===== config.mk =====
export PLATFORM = sky130hd
export DESIGN_NAME = rie_front
export DESIGN_NICKNAME = d
export VERILOG_FILES = /design/src/rtl/rie_pkg.sv /design/src/rtl/rie_front.sv
export SDC_FILE = /design/constraint.sdc
export NUM_CORES = 1
export LEC_CHECK = 0
export ABC_AREA = 1
export BUFFER_PORTS_ARGS = -buffer_cell sky130_fd_sc_hd__buf_4
export CAP_MARGIN = 25
export CORE_ASPECT_RATIO = 0.8
export CORE_MARGIN = 2
export CORE_UTILIZATION = 45
export CTS_CLUSTER_DIAMETER = 80
export DETAILED_ROUTE_END_ITERATION = 16
export PLACE_DENSITY_LB_ADDON = 0.25
export SYNTH_ARGS = -nofsm -noshare
export SYNTH_HDL_FRONTEND = slang
export SYNTH_SLANG_ARGS = --single-unit

===== constraint.sdc =====
create_clock -name clk -period 10.9 [get_ports clk]
set_input_delay 2.18 -clock clk [delete_from_list [all_inputs] [get_ports clk]]
set_output_delay 2.18 -clock clk [all_outputs]
set_load 0.02 [all_outputs]

===== src/rtl/rie_pkg.sv =====
// Shared types and constants of the instruction execute block.
// Holds the opcode and class codes, the queued item and result structs,
// and the classify function. Depends on nothing.
package rie_pkg;

    localparam int REG_COUNT = 16;
    localparam logic [11:0] PC_MASK = 12'hFFF;
    localparam logic [31:0] IO_ZERO_ADDR = 32'd22;
    localparam logic [3:0] LAST_FIXED_REG = 4'd2;

    typedef enum logic [7:0] {
        OP_ADD  = 8'd0,
        OP_SUB  = 8'd1,
        OP_MAC  = 8'd2,
        OP_AND  = 8'd3,
        OP_OR   = 8'd4,
        OP_XOR  = 8'd5,
        OP_SLL  = 8'd6,
        OP_SRA  = 8'd7,
        OP_SRL  = 8'd8,
        OP_BEQ  = 8'd9,
        OP_BNE  = 8'd10,
        OP_BLT  = 8'd11,
        OP_BGT  = 8'd12,
        OP_BLE  = 8'd13,
        OP_BGE  = 8'd14,
        OP_JAL  = 8'd15,
        OP_LW   = 8'd16,
        OP_SW   = 8'd17,
        OP_RETI = 8'd18,
        OP_IN   = 8'd19,
        OP_OUT  = 8'd20,
        OP_HALT = 8'd21
    } op_t;

    typedef enum logic [3:0] {
        CLS_NOP,
        CLS_ALU,
        CLS_BRANCH,
        CLS_JAL,
        CLS_LOAD,
        CLS_STORE,
        CLS_RETI,
        CLS_IN,
        CLS_OUT,
        CLS_HALT,
        CLS_PRELOAD
    } cls_t;

    typedef struct packed {
        cls_t        cls;
        logic [7:0]  opcode;
        logic [3:0]  rd;
        logic [3:0]  rs;
        logic [3:0]  rt;
        logic [3:0]  rm;
        logic [11:0] imm1;
        logic [11:0] imm2;
        logic [11:0] laddr;
        logic [31:0] lword;
    } item_t;

    typedef struct packed {
        logic [11:0] next_pc;
        logic        halted;
        logic        reg_write;
        logic [3:0]  reg_index;
        logic [31:0] reg_value;
        logic        mem_write;
        logic [11:0] mem_addr;
        logic [31:0] mem_value;
        logic        io_write;
        logic [4:0]  io_addr;
        logic [31:0] io_value;
    } res_t;

    function automatic cls_t classify(input logic mode, input logic [7:0] op);
        cls_t c;
        begin
            c = CLS_NOP;
            if (mode)
            begin
                c = CLS_PRELOAD;
            end
            else
            begin
                case (op) inside
                    [OP_ADD:OP_SRL]: c = CLS_ALU;
                    [OP_BEQ:OP_BGE]: c = CLS_BRANCH;
                    OP_JAL:          c = CLS_JAL;
                    OP_LW:           c = CLS_LOAD;
                    OP_SW:           c = CLS_STORE;
                    OP_RETI:         c = CLS_RETI;
                    OP_IN:           c = CLS_IN;
                    OP_OUT:          c = CLS_OUT;
                    OP_HALT:         c = CLS_HALT;
                    default:         c = CLS_NOP;
                endcase
            end
            return c;
        end
    endfunction

endpackage


===== src/rtl/rie_front.sv =====
// Front end: accepts input transactions, classifies them and holds them
// in a two-entry queue for the back end. Depends on rie_pkg.
module rie_front (
    input  logic           clk,
    input  logic           rst_n,
    input  logic           in_valid,
    output logic           in_stall,
    input  logic           hold,
    input  logic           mode,
    input  logic [7:0]     opcode,
    input  logic [3:0]     dest_sel,
    input  logic [3:0]     src_a_sel,
    input  logic [3:0]     src_b_sel,
    input  logic [3:0]     src_c_sel,
    input  logic [11:0]    imm_first,
    input  logic [11:0]    imm_second,
    input  logic [11:0]    load_addr,
    input  logic [31:0]    load_word,
    output logic           q_valid,
    output rie_pkg::item_t q_item,
    input  logic           q_pop
);
    import rie_pkg::*;

    item_t       buf_reg [2];
    logic        wptr_reg, wptr_next;
    logic        rptr_reg, rptr_next;
    logic [1:0]  cnt_reg, cnt_next;
    logic        push;
    item_t       new_item;

    assign in_stall = (cnt_reg == 2'd2) || hold;
    assign push     = in_valid && !in_stall;
    assign q_valid  = (cnt_reg != 2'd0);
    assign q_item   = buf_reg[rptr_reg];

    always_comb
    begin
        new_item.cls    = classify(mode, opcode);
        new_item.opcode = opcode;
        new_item.rd     = dest_sel;
        new_item.rs     = src_a_sel;
        new_item.rt     = src_b_sel;
        new_item.rm     = src_c_sel;
        new_item.imm1   = imm_first;
        new_item.imm2   = imm_second;
        new_item.laddr  = load_addr;
        new_item.lword  = load_word;
    end

    always_comb
    begin
        wptr_next = push ? !wptr_reg : wptr_reg;
        rptr_next = q_pop ? !rptr_reg : rptr_reg;
        cnt_next  = cnt_reg + 2'(push) - 2'(q_pop);
    end

    always_ff @(posedge clk or negedge rst_n)
    begin
        if (!rst_n)
        begin
            wptr_reg <= 1'b0;
            rptr_reg <= 1'b0;
            cnt_reg  <= 2'd0;
        end
        else
        begin
            wptr_reg <= wptr_next;
            rptr_reg <= rptr_next;
            cnt_reg  <= cnt_next;
        end
    end

    always_ff @(posedge clk)
    begin
        if (push)
        begin
            buf_reg[wptr_reg] <= new_item;
        end
    end

endmodule


==> reports/metrics.yaml, run 1 <==
outcome: "completed"
maxSlewViolCount: 0
ys_top_cells_by_count: "edfxtp_1 (192), mux2_2 (66), mux2_4 (30)"
drive_above_1_share_pct: 56.5
slew_headroom_pct: 56.0
hold_class: "reg -> reg"
nFillCells: 1155
power.density_nw_per_um2: 246
p_leak_nw: 3.76
cts_hold_buf: 0
finalNonFillerCells: 797
setup_slack_ns: 6.17
antenna_found_initial: 0
worst_slew_pin_slew_ns: 0.659
setup_viol: 0
final.setup_skew_ns: 0.00827
vdd_drop_max_uv: 171
startpoint_type: "register"
fmax_mhz: 211
grt_pass1_vias: 4027
die_y_um: 119
async_flop_share_pct: 2.04
cts_tree: "done"
seq_area_sq_um: 5870
ys_types: 17
clkTransAtPathRegs_ns: 0.07
rows: 41
firstDrtPassIters: 4
critPathMaxFanout: 36
core-area_sq_um: 16000
cts_buffer_depth: 2
grt_first_pass_wirelength_um: 20700
vias: 3770
grt_usage_pct: 15.5
finalHoldViolations: 0
syn_avg_cell_area_sq_um: 20.5
cts_buffers: 17
required_ns: 8.72
drt_iter0_drc: 201
multi_input_area_sq_um: 1430
insertion_delay_ns: 0.42
synthTopCellsByArea: "edfxtp_1 (78%), mux2_2 (10%), mux2_4 (6.1%)"
period_share_pct: 43.4
synth-edff-count: 192
cap_violations: 0
arrival_ns: 2.55
io_buffers: 195
final_nets: 670
placed_cells: 765
synthFlopType: "edfxtp_1"
syn_nets: 461
antenna_cells: 0
yosysSeqAreaShare_pct: 79.1
rsz0062_at_grt: "false"
ctsResizeCount: 0
netlist.area_leader.share_pct: 77.7
crit_path_end_kind: "primary output"
drc: 0
cts_max_level: 4
syn_inst: 361
place_ws_ns: 6.17
ios: 196
dp_hpwl_um: 8820
largest_register_ffs: 192
ys_warn_count: 0
vias_per_cell: 4.73
grt_overflow: 0
cts-root-buf: "clkbuf_16"
wirelength_um: 13300
synth_area_sq_um: 7420
finalSetupTns_ns: 0
initial_core_util_pct: 46.5
post_cts.repair.setup_buffers: 0
grt_max_degree: 75
ant_nets: 0
synth_top_cell_by_area: "edfxtp_1"
min_period_ns: 4.73
synth_seq_cells: 196
power.total_mw: 2.40
cts.sinks: 196
area_delta_synth_final_pct: 32.0
die_x_um: 148
gp_congestion: 0.684
synth.most_common_cell: "edfxtp_1"
detail_route.wl_per_cell_um: 16.7
dieArea_sq_um: 17500
crit_type: "reg -> out"
[cells by family (layout without fill, tap and decap cells)]
family,count (synthesis),in the layout,synth area share (%)
flops,196,196,79.1
buf+inv,25,246,1.87
xor+xnor,4,4,0.472
compound gates,3,3,0.236
simple gates,35,35,1.91
mux,96,96,16.1
fa+ha+maj,2,2,0.337
[critical path, stage by stage (launching register included)]
cell     delay, ns
dfrtp_4       0.68
buf_4         0.57
buf_12        0.31
mux2_2        0.37
buf_4         0.16
[final timing paths]
path	end	depth (start not counted)	slack [ns]	from
worst max-delay path	q_item[38]	4	6.17	rptr_reg
worst min-delay path	cnt_reg[0]	1	0.54	cnt_reg[0]
worst max register to register	buf_reg[0][30]	5	8.41	cnt_reg[1]
worst min register to register	cnt_reg[0]	1	0.54	cnt_reg[0]
max in group asynchronous	rptr_reg	1	9.25	rst_n
min in group asynchronous	cnt_reg[0]	1	1.54	rst_n
[metrics by stage]
stage	hold WS, ns	area (sq um)	utilization [%]
final	0.540	9790	61.4
after global placement	0.508	9100	57.1
after detailed placement	0.524	9150	57.4
after global routing	0.581	9790	61.4
after CTS	0.539	9760	61.2
after floorplan	0.492	7420	-
[area by class of cell]
| type | count | share of cell area [%] |
|---|---|---|
| flip-flops and latches | 196 | 60.0 |
| repair buffers | 201 | 16.0 |
| multi-input cells | 140 | 14.6 |
| clock buffers | 18 | 4.38 |
| well taps | 215 | 2.75 |
| clock inverters | 13 | 1.84 |
| inverters | 14 | 0.537 |
[routing by layer]
layer  routed length (um)  track usage [%]
met5                    0                0
met4                  168             5.17
met3                 1290             6.63
met1                 5610             19.3
met2                 6250             24.6
[layout by cell type (no fill, tap or decap), types with 2 or more instances in the layout]
master and count:
buf_16 2, buf_4 198, bufinv_16 4, clkbuf_16 17, clkinv_1 2, clkinv_2 2, dfrtp_1 3, edfxtp_1 192
ha_1 2, inv_1 14, inv_6 3, mux2_2 66, mux2_4 30, nand2_1 17, nand3_1 4, nor2_1 9
nor2_4 2, nor3_1 2, o21ai_0 2, xnor2_1 2, xor2_1 2
[power by group]
part	internal, mW	switching, mW
combinational	0.380	0.401
clock	0.383	0.261
sequential	0.938	0.0416
total	1.70	0.703
(Power assumes the default switching activity.)
==> inputs of run 2 (changes only) <==
Clock period 10.9 ns to 4.3 ns, I/O delays scaled along.
==> reports/metrics.yaml, run 2 (synthesis results as in run 1) <==
cts_max_level: 4  # unchanged
mostFrequentLayoutCells: "buf_4 (200), edfxtp_1 (192), mux2_2 (66)"
layout_commonest_cell: "buf_4"
grt_first_pass_wirelength_um: 21900  # +5.5%
ctsResizeCount: 0  # unchanged
min_period_ns: 3.22
power.density_nw_per_um2: 617  # +150%
cts_hold_buf: 0  # unchanged
slowest_delay_ns: 0.98  # +0.30 ns
arrival_ns: 2.36  # -0.19 ns
reg2reg_from: "cnt_reg[1]"
hold_class: "in -> async"
maxSlewViolCount: 0  # unchanged
antenna_cells: 0  # unchanged
vdd_drop_max_uv: 451  # +160%
required_ns: 3.44  # -5.28 ns
crit_type: "reg -> out"
setup.worst_path.end: "q_item[36]"
cts_buffer_depth: 2  # unchanged
pwr-share-seq_pct: 42.6  # +1.9 points
core-area_sq_um: 16000  # unchanged
cp_slowest_cell: "dfrtp_4"
hold_slack_ns: 0.222  # -0.317 ns
power.total_mw: 5.99  # +150%
detail_route.wl_per_cell_um: 17.8  # +6.8%
critPathMaxFanout: 57  # +58%
grt_pass1_vias: 4064  # +0.92%
reg2reg_slack_ns: 2.27  # -6.14 ns
dieArea_sq_um: 17500  # unchanged
die_y_um: 119  # unchanged
final.setup_skew_ns: 0.00812  # -0.000150 ns
period_share_pct: 74.8
cap_violations: 0  # unchanged
antenna_found_initial: 0  # unchanged
switching_share_pct: 30.1  # +0.82 points
rows: 41  # unchanged
firstDrtPassIters: 4  # unchanged
crit_top_cell: "buf_4"
p_leak_nw: 3.73  # -0.84%
dp_hpwl_um: 9520  # +8.0%
wirelength_um: 14200  # +6.9%
worst_slew_pin_slew_ns: 0.844  # +0.185 ns
drt_iter0_drc: 215  # +7.0%
reg2reg_to: "buf_reg[0][1]"
setup_slack_ns: 1.08  # -5.08 ns
cts-root-buf: "clkbuf_16"
ant_nets: 0  # unchanged
vias: 3902  # +3.5%
die_x_um: 148  # unchanged
largest_register_ffs: 192  # unchanged
rsz0062_at_grt: "false"
grt_overflow: 0  # unchanged
power_switching_mw: 1.80  # +160%
vias_per_cell: 4.89  # +3.4%
final_nets: 670  # unchanged
fmax_mhz: 311
area_delta_synth_final_pct: 30.8
power_frac_comb_pct: 32.0  # -0.5 points
initial_core_util_pct: 46.5  # unchanged
finalHoldViolations: 0  # unchanged
insertion_delay_ns: 0.43  # about the same
grt_usage_pct: 16.5  # +1.0 points
setup_viol: 0  # unchanged
crit_path_end_kind: "primary output"
place_ws_ns: 1.53  # -4.64 ns
startpoint: "rptr_reg"
drive_above_1_share_pct: 56.4  # -0.097 points
fin_util_pct: 60.8  # -0.54 points
cts_buffers: 17  # unchanged
cts_tree: "done"
cts.sinks: 196  # unchanged
reg2reg_depth: 4  # -1
drc: 0  # unchanged
dpl_cell_area_sq_um: 9140  # -0.14%
startpoint_type: "register"
clkTransAtPathRegs_ns: 0.06  # about the same
ios: 196  # unchanged
slew_headroom_pct: 43.8  # -12 points
outcome: "completed"
gp_congestion: 0.750  # +9.6%
io_buffers: 195  # unchanged
p_int_mw: 4.19  # +150%
grt_max_degree: 60  # -20%
path_cells: "buf_4 -> mux2_2 -> buf_4"
design_area_sq_um: 9700  # -0.88%
post_cts.repair.setup_buffers: 0  # unchanged
p_clk_share_pct: 25.4  # -1.4 points
-- run 2: cell types whose count changed in the layout (fill, tap and decap cells not counted), sizes merged --
cell    change
bufinv      -2
inv         +1
clkbuf      +1
clkinv      +1
-- run 2: final cells by class --
class                   instances  area [sq um]
well taps                     215           269
repair buffers                201          1520
multi-input cells             140          1430
flip-flops and latches        196          5870
clock inverters                13           130
clock buffers                  19           433
inverters                      14          52.6
fillers                      1170          6250
-- run 2: how the worst min path moves through the flow --
stage                     slack [ns]  cells after the start         end        from
final                           0.22                      1    rptr_reg       rst_n
after global routing            0.20                      1  cnt_reg[0]       rst_n
after CTS                       0.20                      1  cnt_reg[0]       rst_n
after detailed placement        0.52                      1  cnt_reg[0]  cnt_reg[0]
after global placement          0.50                      1  cnt_reg[0]  cnt_reg[0]
after floorplan                 0.49                      1  cnt_reg[0]  cnt_reg[0]
-- run 2: routing by layer --
layer | global-route usage [%] | share of wire, % | up-vias
li1 | - | - | 1797
met1 | 21.5 | 44 | 1928
met2 | 26.0 | 47 | 162
met3 | 5.25 | 7.3 | 15
met4 | 6.31 | 0.91 | 0
met5 | 0 | 0 | -
-- run 2: worst max-delay path, delay by kind of cell, from the launching register on --
family                 cells  cell delay [ns]
flip-flops                 1             0.98
buffers and inverters      2             0.55
multiplexers               1             0.37
-- run 2: through the flow --
stage,setup TNS [ns],cells
after floorplan,-255.53,361
after global placement,0,766
after detailed placement,0,766
after CTS,0,798
after global routing,0,798
final,0,798
-- run 2: power groups by stage --
| stage | Combinational (mW) | Clock [mW] | Sequential (mW) |
|---|---|---|---|
| final | 1.91 | 1.52 | 2.55 |
| after global routing | 2.02 | 1.65 | 2.58 |
| after CTS | 1.94 | 1.56 | 2.56 |
| after detailed placement | 1.93 | 0 | 2.60 |
| after global placement | 1.91 | 0 | 2.58 |
| after floorplan | 1.32 | 0 | 2.49 |
